### config.mk
export PLATFORM = sky130hd
export DESIGN_NAME = frc_gray_lcd_word_packer
export DESIGN_NICKNAME = d
export VERILOG_FILES = /design/src/rtl/frc_pkg.sv /design/src/rtl/frc_gray_lcd_word_packer.sv /design/src/rtl/frc_pipe_ctrl.sv /design/src/rtl/frc_gray_map.sv /design/src/rtl/frc_ovl_merge.sv
export SDC_FILE = /design/constraint.sdc
export NUM_CORES = 1
export LEC_CHECK = 0
export ABC_CLOCK_PERIOD_IN_PS = 3900
export BUFFER_PORTS_ARGS = -buffer_cell sky130_fd_sc_hd__buf_4
export CORE_MARGIN = 2
export CORE_UTILIZATION = 30
export CTS_BUF_LIST = sky130_fd_sc_hd__clkbuf_8
export CTS_CLUSTER_DIAMETER = 30
export DETAILED_ROUTE_END_ITERATION = 16
export PLACE_DENSITY = 0.53
export SYNTH_ARGS = -nofsm -noshare
export SYNTH_HDL_FRONTEND = slang
export SYNTH_SLANG_ARGS = --single-unit
### constraint.sdc
create_clock -name clk -period 3.9 [get_ports clk]
set_input_delay 0.195 -clock clk [delete_from_list [all_inputs] [get_ports clk]]
set_output_delay 0.195 -clock clk [all_outputs]
set_load 0.05 [all_outputs]
### src/rtl/frc_pkg.sv
// shared types, tables and constants for the frame rate control word packer
package frc_pkg;

	localparam int PAGE_COUNT  = 5;
	localparam int LEVEL_COUNT = 16;
	localparam int PIXELS      = 8;
	localparam int LEVEL_W     = 4;
	localparam int OVL_PIX_W   = 3;
	localparam int PAGE_W      = 3;
	localparam int WORD_W      = 16;
	localparam int GRAY_W      = PIXELS * LEVEL_W;
	localparam int OVL_W       = PIXELS * OVL_PIX_W;

	localparam logic [PAGE_W-1:0] PAGE_LAST = PAGE_W'(PAGE_COUNT - 1);

	// overlay pixel: bit 2 is the transparent mask, bits 1..0 the colour
	localparam int COLOR_MASK_BIT = 2;

	// apb register map
	localparam int PADDR_W  = 3;
	localparam int PDATA_W  = 32;
	localparam logic REG_OVERLAY_ENABLE = 1'b0;

	// plane pair codes: bit 1 is the second plane (high byte), bit 0 the first
	localparam logic [1:0] PLANE_NONE = 2'b00;
	localparam logic [1:0] PLANE_HI   = 2'b10;
	localparam logic [1:0] PLANE_LO   = 2'b01;
	localparam logic [1:0] PLANE_BOTH = 2'b11;

	localparam logic [1:0] GRAY_MAP [PAGE_COUNT][LEVEL_COUNT] = '{
		'{PLANE_NONE, PLANE_HI,   PLANE_NONE, PLANE_HI,   PLANE_HI,   PLANE_HI,
		  PLANE_LO,   PLANE_HI,   PLANE_LO,   PLANE_LO,   PLANE_LO,   PLANE_BOTH,
		  PLANE_LO,   PLANE_BOTH, PLANE_BOTH, PLANE_BOTH},
		'{PLANE_NONE, PLANE_NONE, PLANE_HI,   PLANE_NONE, PLANE_HI,   PLANE_HI,
		  PLANE_HI,   PLANE_LO,   PLANE_HI,   PLANE_LO,   PLANE_LO,   PLANE_LO,
		  PLANE_BOTH, PLANE_LO,   PLANE_BOTH, PLANE_BOTH},
		'{PLANE_NONE, PLANE_NONE, PLANE_NONE, PLANE_HI,   PLANE_HI,   PLANE_HI,
		  PLANE_HI,   PLANE_HI,   PLANE_LO,   PLANE_LO,   PLANE_LO,   PLANE_LO,
		  PLANE_LO,   PLANE_BOTH, PLANE_BOTH, PLANE_BOTH},
		'{PLANE_NONE, PLANE_NONE, PLANE_HI,   PLANE_NONE, PLANE_HI,   PLANE_HI,
		  PLANE_HI,   PLANE_LO,   PLANE_HI,   PLANE_LO,   PLANE_LO,   PLANE_LO,
		  PLANE_BOTH, PLANE_LO,   PLANE_BOTH, PLANE_BOTH},
		'{PLANE_NONE, PLANE_NONE, PLANE_NONE, PLANE_HI,   PLANE_NONE, PLANE_HI,
		  PLANE_HI,   PLANE_HI,   PLANE_LO,   PLANE_HI,   PLANE_LO,   PLANE_LO,
		  PLANE_LO,   PLANE_BOTH, PLANE_LO,   PLANE_BOTH}
	};

	localparam logic [1:0] OVL_MAP [4] = '{PLANE_NONE, PLANE_HI, PLANE_LO, PLANE_BOTH};

	typedef struct packed {
		logic en_s1;
		logic en_s2;
		logic en_s3;
		logic valid_s3;
	} pipe_ctrl_t;

endpackage

### src/rtl/frc_gray_lcd_word_packer.sv
// top level of the frame rate control gray lcd word packer
//
// pixel channel: pixel_valid / pixel_stall with gray_pixels, overlay_pixels
// and page; a request is taken at a clock edge with pixel_valid high and
// pixel_stall low. word channel: word_valid / word_stall with lcd_word.
// each request gives exactly one lcd word, in order.
// throughput is one request per cycle while pixel_stall is low; the path from
// the accepting edge to word_valid runs through the input register, the table
// lookup stage and the overlay merge stage.
// pages above four use the last table row.
// overlay_enable is written through the apb port at byte address 0 and is
// sampled with each request as it enters; write it only while idle.
// reset clears the stage valid bits and overlay_enable; pixel_stall is low
// as reset is released, so a request can be taken right away.
// when word_stall is held, the output word holds and the stages behind it
// fill; pixel_stall rises only once all three stages are full.
module frc_gray_lcd_word_packer (
	input  logic                         clk,
	input  logic                         arst_n,
	input  logic                         pixel_valid,
	output logic                         pixel_stall,
	input  logic [frc_pkg::GRAY_W-1:0]   gray_pixels,
	input  logic [frc_pkg::OVL_W-1:0]    overlay_pixels,
	input  logic [frc_pkg::PAGE_W-1:0]   page,
	output logic                         word_valid,
	input  logic                         word_stall,
	output logic [frc_pkg::WORD_W-1:0]   lcd_word,
	input  logic                         psel,
	input  logic                         penable,
	input  logic                         pwrite,
	input  logic [frc_pkg::PADDR_W-1:0]  paddr,
	input  logic [frc_pkg::PDATA_W-1:0]  pwdata,
	output logic [frc_pkg::PDATA_W-1:0]  prdata,
	output logic                         pready
);

	frc_pkg::pipe_ctrl_t          ctrl;
	logic                         ovl_en_q;
	logic [frc_pkg::GRAY_W-1:0]   gray_s1;
	logic [frc_pkg::OVL_W-1:0]    ovl_s1;
	logic [frc_pkg::PAGE_W-1:0]   page_s1;
	logic                         ovl_en_s1;
	logic [frc_pkg::WORD_W-1:0]   gray_word_s2;
	logic                         reg_sel;

	assign pready  = 1'b1;
	assign reg_sel = paddr[frc_pkg::PADDR_W-1] == frc_pkg::REG_OVERLAY_ENABLE;

	always_ff @(posedge clk or negedge arst_n) begin
		if (!arst_n) begin
			ovl_en_q <= 1'b0;
		end else if (psel && penable && pwrite && pready && reg_sel) begin
			ovl_en_q <= pwdata[0];
		end
	end

	assign prdata = reg_sel ? {{(frc_pkg::PDATA_W-1){1'b0}}, ovl_en_q} : '0;

	frc_pipe_ctrl u_ctrl (
		.clk         (clk),
		.arst_n      (arst_n),
		.pixel_valid (pixel_valid),
		.word_stall  (word_stall),
		.pixel_stall (pixel_stall),
		.ctrl        (ctrl)
	);

	always_ff @(posedge clk) begin
		if (ctrl.en_s1) begin
			gray_s1   <= gray_pixels;
			ovl_s1    <= overlay_pixels;
			page_s1   <= (page > frc_pkg::PAGE_LAST) ? frc_pkg::PAGE_LAST : page;
			ovl_en_s1 <= ovl_en_q;
		end
	end

	frc_gray_map u_gray (
		.clk          (clk),
		.en           (ctrl.en_s2),
		.gray_s1      (gray_s1),
		.page_s1      (page_s1),
		.gray_word_s2 (gray_word_s2)
	);

	frc_ovl_merge u_merge (
		.clk          (clk),
		.ctrl         (ctrl),
		.ovl_s1       (ovl_s1),
		.ovl_en_s1    (ovl_en_s1),
		.gray_word_s2 (gray_word_s2),
		.lcd_word_s3  (lcd_word)
	);

	assign word_valid = ctrl.valid_s3;

	a_accept_enters: assert property (@(posedge clk) disable iff (!arst_n)
		(pixel_valid && !pixel_stall) |=> u_ctrl.valid_s1)
		else $error("accepted request did not enter stage one");

	a_empty_out_takes: assert property (@(posedge clk) disable iff (!arst_n)
		!word_valid |-> !pixel_stall)
		else $error("input stalled with an empty output stage");

	a_stall_only_full: assert property (@(posedge clk) disable iff (!arst_n)
		pixel_stall |-> (word_valid && word_stall && u_ctrl.valid_s1 && u_ctrl.valid_s2))
		else $error("input stalled while the pipeline had room");

endmodule

### src/rtl/frc_pipe_ctrl.sv
// valid tracking and stall chain for the three stage pipeline
module frc_pipe_ctrl (
	input  logic                clk,
	input  logic                arst_n,
	input  logic                pixel_valid,
	input  logic                word_stall,
	output logic                pixel_stall,
	output frc_pkg::pipe_ctrl_t ctrl
);

	logic valid_s1;
	logic valid_s2;
	logic valid_s3;
	logic ready_s1;
	logic ready_s2;
	logic ready_s3;

	// a stage moves when it is empty or the one after it moves
	assign ready_s3 = !valid_s3 || !word_stall;
	assign ready_s2 = !valid_s2 || ready_s3;
	assign ready_s1 = !valid_s1 || ready_s2;

	always_ff @(posedge clk or negedge arst_n) begin
		if (!arst_n) begin
			valid_s1 <= 1'b0;
			valid_s2 <= 1'b0;
			valid_s3 <= 1'b0;
		end else begin
			if (ready_s1) begin
				valid_s1 <= pixel_valid;
			end
			if (ready_s2) begin
				valid_s2 <= valid_s1;
			end
			if (ready_s3) begin
				valid_s3 <= valid_s2;
			end
		end
	end

	assign pixel_stall   = !ready_s1;
	assign ctrl.en_s1    = ready_s1;
	assign ctrl.en_s2    = ready_s2;
	assign ctrl.en_s3    = ready_s3;
	assign ctrl.valid_s3 = valid_s3;

endmodule

### src/rtl/frc_gray_map.sv
// gray level to plane bit lookup for eight pixels, registered into stage two
module frc_gray_map (
	input  logic                        clk,
	input  logic                        en,
	input  logic [frc_pkg::GRAY_W-1:0]  gray_s1,
	input  logic [frc_pkg::PAGE_W-1:0]  page_s1,
	output logic [frc_pkg::WORD_W-1:0]  gray_word_s2
);

	logic [frc_pkg::WORD_W-1:0] word;

	always_comb begin
		logic [1:0] code;
		word = '0;
		for (int i = 0; i < frc_pkg::PIXELS; i++) begin
			code = frc_pkg::GRAY_MAP[page_s1][gray_s1[i*frc_pkg::LEVEL_W +: frc_pkg::LEVEL_W]];
			word[i]                  = code[0];
			word[i + frc_pkg::PIXELS] = code[1];
		end
	end

	always_ff @(posedge clk) begin
		if (en) begin
			gray_word_s2 <= word;
		end
	end

endmodule

### src/rtl/frc_ovl_merge.sv
// overlay keep and colour planes in stage two, merge with gray word in stage three
module frc_ovl_merge (
	input  logic                        clk,
	input  frc_pkg::pipe_ctrl_t         ctrl,
	input  logic [frc_pkg::OVL_W-1:0]   ovl_s1,
	input  logic                        ovl_en_s1,
	input  logic [frc_pkg::WORD_W-1:0]  gray_word_s2,
	output logic [frc_pkg::WORD_W-1:0]  lcd_word_s3
);

	logic [frc_pkg::WORD_W-1:0] keep;
	logic [frc_pkg::WORD_W-1:0] color;
	logic [frc_pkg::WORD_W-1:0] keep_s2;
	logic [frc_pkg::WORD_W-1:0] color_s2;

	always_comb begin
		logic [frc_pkg::OVL_PIX_W-1:0] px;
		logic [1:0]                    code;
		logic                          hold;
		keep  = '0;
		color = '0;
		for (int i = 0; i < frc_pkg::PIXELS; i++) begin
			px   = ovl_s1[i*frc_pkg::OVL_PIX_W +: frc_pkg::OVL_PIX_W];
			// transparent pixels and a disabled overlay keep the gray result
			hold = px[frc_pkg::COLOR_MASK_BIT] || !ovl_en_s1;
			code = hold ? frc_pkg::PLANE_NONE : frc_pkg::OVL_MAP[px[1:0]];
			keep[i]                    = hold;
			keep[i + frc_pkg::PIXELS]  = hold;
			color[i]                   = code[0];
			color[i + frc_pkg::PIXELS] = code[1];
		end
	end

	always_ff @(posedge clk) begin
		if (ctrl.en_s2) begin
			keep_s2  <= keep;
			color_s2 <= color;
		end
		if (ctrl.en_s3) begin
			lcd_word_s3 <= (gray_word_s2 & keep_s2) | (color_s2 & ~keep_s2);
		end
	end

endmodule

# Word-level counts from Yosys, hierarchy flattened
# Memory sizes are Yosys's and may differ from the RTL's.
# Cells that the tools add are included.
# classes
mux	51
n_addsub	0
bitwise	22
n_eq_ne	0
order_cmp	18
shift	0
n_div	0
reduce_logical	20
multipliers	0
# op_table
op	count
2-bit binary-select mux with 4-bit select	8
2-bit 2-to-1 mux	32
32-bit 2-to-1 mux	2
5-bit greater-or-equal comparator, second input constant	8
4-bit NOT with 5-bit output	8
16-bit AND	2
2-bit binary-select mux with 2-bit select	8
3-bit greater-or-equal comparator, second input constant	8
2-bit NOT with 3-bit output	8
16-bit NOT	1
16-bit OR	1
1-bit logical OR	11
1-bit logical NOT	6
4-bit greater-or-equal comparator, second input constant	1
3-bit NOT with 4-bit output	1
3-bit > comparator, second input constant	1
1-bit logical AND	3
1-bit 2-to-1 mux	1
1-bit NOT	1
# totals
input_bits	101
mem_count	1
latch_bits	0
mem_bits_rw	0
word_cells	131
out_inout_bits	51
mem_bits_ro	256
register_bits	128
# mem_list
name	depth	width	rd	rd_ports_with_merged_regs	write_ports	line	text
(name not given)	8	32	1	0	0	frc_gray_map.sv:16	code = frc_pkg::GRAY_MAP[page_s1][gray_s1[i*frc_pkg::LEVEL_W +: frc_pkg::LEVEL_W]];

# Depth between registers and ports, before layout
# Gate-level depths: netlist (run 1).
# logic_depth
word_depth	7
ltp_mapped	7
depth_no_buf	4

# Modules after synthesis
# Synthesis (run 1) repeated with hierarchy kept, for this count alone.
# unflattened
cells_unflattened	413
hier_area_um2	5651.7
# modules_own_cells
module	area_each_um2	n_inst	cells_each
frc_gray_lcd_word_packer	2119.5	1	101
frc_gray_map	1766.7	1	216
frc_ovl_merge	1607.8	1	82
frc_pipe_ctrl	157.7	1	14

# Least setup slack after synthesis (run 1)
# Ideal clock, no wire load.
# synth_path
path_kind	flip-flop to output port
from	reg u_ctrl.valid_s3
to	out pixel_stall
t_arrival_ns	3.617
path_buffers	0
slack_ns	0.088
required_ns	3.705
path_stages_with_launch	3
path_cell_list	dfrtp_1 > nand4_1 > inv_1
# synth_via
elab_chain_cells	5
# synth_lines
element	line	text
from (decl)	frc_pipe_ctrl.sv:13	logic valid_s3;
from (signal assigned)	frc_pipe_ctrl.sv:36	valid_s3 <= valid_s2;
1-bit logical NOT	frc_pipe_ctrl.sv:19	assign ready_s3 = !valid_s3 || !word_stall;
1-bit logical OR	frc_pipe_ctrl.sv:19	
1-bit logical OR	frc_pipe_ctrl.sv:20	assign ready_s2 = !valid_s2 || ready_s3;
1-bit logical OR	frc_pipe_ctrl.sv:21	assign ready_s1 = !valid_s1 || ready_s2;
1-bit logical NOT	frc_pipe_ctrl.sv:41	assign pixel_stall = !ready_s1;
to (decl)	frc_gray_lcd_word_packer.sv:21	output logic pixel_stall,
# No other way between the ends.

# Worst setup path after layout (run 1)
# layout_path
from	reg page_s1[2] (netlist bit)
to	reg u_gray.gray_word_s2[6] (netlist bit) (data pin)
# layout_via
elab_chain_cells	7
# layout_lines
element	line	text
from (decl)	frc_gray_lcd_word_packer.sv:41	logic [frc_pkg::PAGE_W-1:0] page_s1;
from (signal assigned)	frc_gray_lcd_word_packer.sv:72	page_s1 <= (page > frc_pkg::PAGE_LAST) ? frc_pkg::PAGE_LAST : page;
3-bit NOT with 4-bit output (not written as such)	frc_gray_map.sv:16	
memory 8 x 32 bit	-	
32-bit 2-to-1 mux (2 in series)	-	
2-bit binary-select mux with 4-bit select	frc_gray_map.sv:16	
2-bit 2-to-1 mux (not written as such) (2 in series)	frc_gray_map.sv:16	
named net u_gray.word, one bit	frc_gray_map.sv:10	logic [frc_pkg::WORD_W-1:0] word;
to (signal assigned)	frc_gray_map.sv:24	gray_word_s2 <= word;
to (decl)	frc_gray_map.sv:7	output logic [frc_pkg::WORD_W-1:0] gray_word_s2
# The timed path passes the listed nets, and every way through them passes these cells. The select of a mux whose other input is x is not followed.
# A chain may end at the register's enable or synchronous reset.

==> impl_metrics.yaml, run 1 <==
global_route:
  grt_max_degree: 63
  antenna_found_initial: 0
  grt_pass1_wl_um: 18000
  track_usage_pct: 12.3
  grt_overflow: 0
  grt_pass1_vias: 3485
place:
  place_congestion: 0.765
  portBuffers: 86
  placed_cell_area_um2: 6160
  dp_hpwl_um: 7230
clocking:
  clock-sinks: 120
  numCtsBuffers: 17
  cts_buffer_depth: 2
  clk-insertion-delay-late_ns: 0.43
  post_cts_resize_count: 0
  cts.clk_slew.worst_paths_ns: 0.07
  cts_tree: "done"
  cts-root-buf: "clkbuf_8"
  h-tree-depth: 4
yosys:
  synthFlopType: "edfxtp_1"
  ys_ff_latch: 120
  yosysUniqueCellTypes: 49
  ys_async_sr_fraction_pct: 3.33
  synth.largest_area_cell: "edfxtp_1"
  syn_area_um2: 5430
  synth_edf_count: 116
  yosys-top-cells-area: "edfxtp_1, buf_4, mux2_2, nand2b_1, dfrtp_1"
  synth_seq_area_share_pct: 66.0
  syn_area_per_cell_um2: 13.7
  syn_inst: 398
  synth_top_area_share_pct: 64.1
  yosys_warnings: 0
drt:
  avgRoutedWirePerCell_um: 14.5
  ant_nets: 0
  finalWirelength_um: 11400
  vias_per_cell: 4.45
  drtIter0Drc: 202
  vias: 3494
  dr.pass1.iters: 4
  drc_errors: 0
floorplanning:
  rows: 49
  die_area_um2: 19200
  io_pins: 152
  die_width_um: 139
  coreArea_um2: 17800
  start_util_pct: 30.5
  die_h_um: 139
sta:
  post-route-min-period_ns: 2.38
  hold_ws_ns: 0.0558
  final.setup.tns_ns: 0
  grt_setup_unrepaired: "false"
  hold_viol: 0
  fin_crit_sh_pct: 61.1
  drv_slew: 0
  setup_viol: 0
  fin_worst_skew_ns: 0.00650
  relSlewSlack_pct: 28.6
  fmax_ghz: 0.419
  tightest_slew_ns: 1.07
finish:
  multi_input_area_um2: 1530
  final_core_util_pct: 39.8
  n_fill_cell: 1673
  drive_above_1_share_pct: 25.4
  area_growth_pct: 30.8
  final_nets: 646
  regArea_um2: 3580
  antenna_cells: 0
  final_area_um2: 7110
power_and_ir_drop:
  p_leak_nw: 2.83
  vdd_drop_max_v: 0.000231
  power_density_nw_per_um2: 472
  finalPower_mw: 3.35
critical_path:
  critical-path-max-stage-delay_ns: 0.61
  crit_fanout: 16
  worstPathCellList: "nor2b_1, buf_4, mux2i_1, o31ai_1, o21ai_0"
  r2r_end: "u_gray.gray_word_s2[6]"
  end_kind: "register"
  crit_required_ns: 4.05
  cp-start-kind: "register"
  cp.arrival_ns: 2.53
  worst-path-buf-inv: 1
  slowest_stage: "edfxtp_1"
  r2r_start: "page_s1[2]"
  critPathTopFamily: "flip-flops"
  worstSetupPathType: "register to register"
  rr_worst_depth: 5
  ff2ff_setup_slack_ns: 1.52
min_path:
  whs_path_depth: 2
  hold_start: "page[1]"
  hold_class: "input port to register"
  min_to: "page_s1[1]"
outcome:
  status: "finished, final reports clean"
run:
  cap_violations: 0
## worst max-delay path by stage
stage | to | depth (start not counted) | start
after floorplan | pixel_stall | 2 | u_ctrl.valid_s3
after global placement | u_gray.gray_word_s2[0] | 5 | page_s1[2]
after detailed placement | u_gray.gray_word_s2[6] | 5 | page_s1[2]
after CTS | u_gray.gray_word_s2[6] | 5 | page_s1[2]
after global routing | u_gray.gray_word_s2[6] | 5 | page_s1[2]
final | u_gray.gray_word_s2[6] | 5 | page_s1[2]
## synthesized netlist by cell type, types with 8 or more instances
master      n
mux2i_1     8
mux2_2     17
nor3b_1    12
a21o_1      9
nor2_1     24
buf_4      34
edfxtp_1  116
a21oi_1    12
o21ai_0    15
nand2_1     9
inv_1      21
nand2b_1   20
## final cells by class
class	count	area share (%)
Multi-Input combinational cell	234	21.5
Sequential cell	120	50.4
Tap cell	229	4.03
Clock inverter	13	1.62
Timing Repair Buffer	150	18.0
Inverter	22	1.16
Clock buffer	17	3.29
## layout by cell type (no fill, tap or decap), types with 15 or more instances in the layout
cell	Yosys	layout
clkbuf_8	0	17
edfxtp_1	116	116
mux2_2	17	17
conb_1	2	32
o21ai_0	15	15
dlygate4sd3_1	0	60
nor2_1	24	24
buf_4	34	90
inv_1	21	22
nand2b_1	20	20
## sequential cells by signal, summed over array words and instances (netlist names)
register             count
gray_s1                 32
ovl_s1                  24
u_gray.gray_word_s2     16
u_merge.color_s2        16
u_merge.lcd_word_s3     16
u_merge.keep_s2          8
page_s1                  3
ovl_en_q                 1
ovl_en_s1                1
u_ctrl.valid_s1          1
u_ctrl.valid_s2          1
u_ctrl.valid_s3          1
## power by group
group	internal, mW	switching, mW	leakage [nW]
logic	0.251	0.363	1.42
registers	1.61	0.106	1.23
clock network	0.543	0.477	0.180
total	2.41	0.946	2.83
## per-stage QoR
step                cells  setup WS [ns]
global placement      695           1.62
CTS                   785           1.52
finish                785           1.52
floorplan             428         0.0884
global route          785           1.33
detailed placement    695           1.54
## routing by layer
layer	global-route usage, %	up-vias	share of wire [%]
met4	5.53	0	1.3
met3	3.73	10	5.0
li1	-	1697	-
met2	20.6	104	51
met1	14.6	1683	43
met5	0	-	0
## cell families (layout without fill, tap and decap cells)
| kind of cell | count (synthesis) | in the layout | share of synthesized area, % |
|---|---|---|---|
| and+or+nand+nor | 95 | 95 | 10.0 |
| buffers and inverters | 74 | 202 | 8.04 |
| xor gates and xnor gates | 6 | 6 | 0.967 |
| muxes | 25 | 25 | 5.00 |
| AOI/OAI and AO/OA | 76 | 76 | 9.90 |
| other | 2 | 32 | 0.138 |
| DFF | 120 | 120 | 66.0 |
## repair_timing
action | 4_1_cts | 5_1_grt
hold endpoints to repair | 63 | 0
setup buffers | 0 | 0
hold buffers | 60 | 0
setup endpoints to repair | 0 | 0
Power figures use the tool's default switching activity.
==> run 2, diff against run 1 <==
--- a/config.mk
+++ b/config.mk
@@ -5,14 +5,14 @@
 export SDC_FILE = /design/constraint.sdc
 export NUM_CORES = 1
 export LEC_CHECK = 0
-export ABC_CLOCK_PERIOD_IN_PS = 3900
+export ABC_CLOCK_PERIOD_IN_PS = 2000
 export BUFFER_PORTS_ARGS = -buffer_cell sky130_fd_sc_hd__buf_4
 export CORE_MARGIN = 2
 export CORE_UTILIZATION = 30
 export CTS_BUF_LIST = sky130_fd_sc_hd__clkbuf_8
 export CTS_CLUSTER_DIAMETER = 30
 export DETAILED_ROUTE_END_ITERATION = 16
-export PLACE_DENSITY = 0.53
+export PLACE_DENSITY = 0.55
 export SYNTH_ARGS = -nofsm -noshare
 export SYNTH_HDL_FRONTEND = slang
 export SYNTH_SLANG_ARGS = --single-unit
==> constraint.sdc (replaced) <==
create_clock -name clk -period 2 [get_ports clk]
set_input_delay 0.1 -clock clk [delete_from_list [all_inputs] [get_ports clk]]
set_output_delay 0.1 -clock clk [all_outputs]
set_load 0.05 [all_outputs]
==> run 2 against run 1 <==
Effect of this change:
- final cell count rose by 1.8%
- die area did not move
- first-iteration DRC count decreased by 30%
==> impl_metrics.yaml, run 2 (same netlist as run 1, synthesis figures left out) <==
finish:
  area_growth_pct: 33.3
  reg_top3: "gray_s1: 32 flops, ovl_s1: 24 flops"
  layout_commonest_cell: "edfxtp_1"
  final_area_um2: 7240
  drive_above_1_share_pct: 26.5
  antenna_cells: 0
  final_nets: 659
  n_fill_cell: 1703
  layout_common_cells: "edfxtp_1, buf_4, dlygate4sd3_1"
  final_core_util_pct: 40.6
  top_register: "gray_s1"
  largest_reg_flops: 32
sta:
  drv_slew: 0
  final.setup.tns_ns: 0
  relSlewSlack_pct: 66.3
  fin_crit_sh_pct: 93.4
  grt_setup_unrepaired: "false"
  hold_ws_ns: 0.0386
  post-route-min-period_ns: 1.87
  fmax_ghz: 0.535
  tightest_slew_ns: 0.505
  fin_worst_skew_ns: 0.0161
  setup_viol: 0
  hold_viol: 0
clocking:
  cts-root-buf: "clkbuf_8"
  h-tree-depth: 4
  clk-insertion-delay-late_ns: 0.43
  post_cts_buffers: 0
  clock-sinks: 120
  post_cts_resize_count: 0
  cts-hold-fix-buffers: 63
  numCtsBuffers: 17
  cts_tree: "done"
  cts.clk_slew.worst_paths_ns: 0.07
  cts_buffer_depth: 2
power_and_ir_drop:
  finalPower_mw: 6.56
  p_seq_share_pct: 50.9
  vdd_drop_max_v: 0.000344
  clockPowerShare_pct: 30.1
  power_frac_comb_pct: 19.0
  p_leak_nw: 2.91
  switching_share_pct: 27.9
  power_density_nw_per_um2: 905
  switching_power_mw: 1.83
  p_int_mw: 4.73
critical_path:
  crit_end: "u_gray.gray_word_s2[3]"
  cp.arrival_ns: 2.09
  rr_worst_depth: 5
  r2r_start: "page_s1[0]"
  cp-start-kind: "register"
  worstSetupPathType: "register to register"
  end_kind: "register"
  crit_required_ns: 2.22
  crit_fanout: 8
  r2r_end: "u_gray.gray_word_s2[3]"
  crit_start: "page_s1[0]"
  ff2ff_setup_slack_ns: 0.13
place:
  placed_cell_area_um2: 6260
  portBuffers: 86
  place_congestion: 0.728
  dp_hpwl_um: 7540
drt:
  ant_nets: 0
  vias: 3561
  avgRoutedWirePerCell_um: 14.0
  drtIter0Drc: 142
  dr.pass1.iters: 4
  drc_errors: 0
  finalWirelength_um: 11200
  vias_per_cell: 4.46
global_route:
  grt_max_degree: 63
  grt_pass1_wl_um: 17700
  grt_pass1_vias: 3508
  track_usage_pct: 11.9
  grt_overflow: 0
  antenna_found_initial: 0
min_path:
  hold_class: "input port to register"
  whs_path_depth: 3
floorplanning:
  die_area_um2: 19200
  rows: 49
  io_pins: 152
  coreArea_um2: 17800
  die_h_um: 139
  start_util_pct: 30.5
  die_width_um: 139
run:
  cap_violations: 0
outcome:
  status: "finished, final reports clean"
run 2: power groups by stage:
| stage | clock network, mW | registers (mW) | logic [mW] |
|---|---|---|---|
| 2_1_floorplan | 0 | 3.51 | 0.695 |
| 3_3_place_gp | 0 | 3.38 | 1.13 |
| 3_5_place_dp | 0 | 3.40 | 1.15 |
| 4_1_cts | 2.06 | 3.35 | 1.26 |
| 5_1_grt | 2.16 | 3.38 | 1.34 |
| 6_report | 1.97 | 3.34 | 1.25 |
run 2: per-stage QoR:
stage,instances,setup slack (ns)
2_1_floorplan,428,-1.54
5_1_grt,799,0.0437
3_5_place_dp,705,0.159
3_3_place_gp,705,0.179
4_1_cts,799,0.139
6_report,799,0.132
run 2: how the worst min path moves through the flow:
stage / startpoint / end / slack (ns)
after floorplan: arst_n / ovl_en_q / -0.20
after global placement: arst_n / ovl_en_q / -0.10
after detailed placement: arst_n / ovl_en_q / -0.10
after CTS: paddr[2] / ovl_en_q / 0.004
after global routing: paddr[2] / ovl_en_q / 0.02
final: paddr[2] / ovl_en_q / 0.04
run 2: area by class of cell:
cell class	instances	area, µm²	area share (%)
clock buffers	17	234	3.23
clock inverters	14	120	1.66
inverters	22	82.6	1.14
multi-input cells	234	1530	21.1
flip-flops and latches	120	3580	49.5
well taps	229	287	3.96
repair buffers	163	1410	19.4
run 2: worst max-delay path, stage by stage, from the launching register on:
cell	delay, ns
edfxtp_1	0.47
buf_4	0.20
or3_1	0.54
nor2_1	0.14
a21oi_1	0.04
o21ai_0	0.27
run 2: metal layers:
| layer | up-vias | share of wire [%] | GRT usage, % |
|---|---|---|---|
| li1 | 1733 | - | - |
| met1 | 1700 | 44 | 14.2 |
| met2 | 119 | 51 | 20.6 |
| met3 | 9 | 4.4 | 3.63 |
| met4 | 0 | 0.68 | 3.87 |
| met5 | - | 0 | 0 |
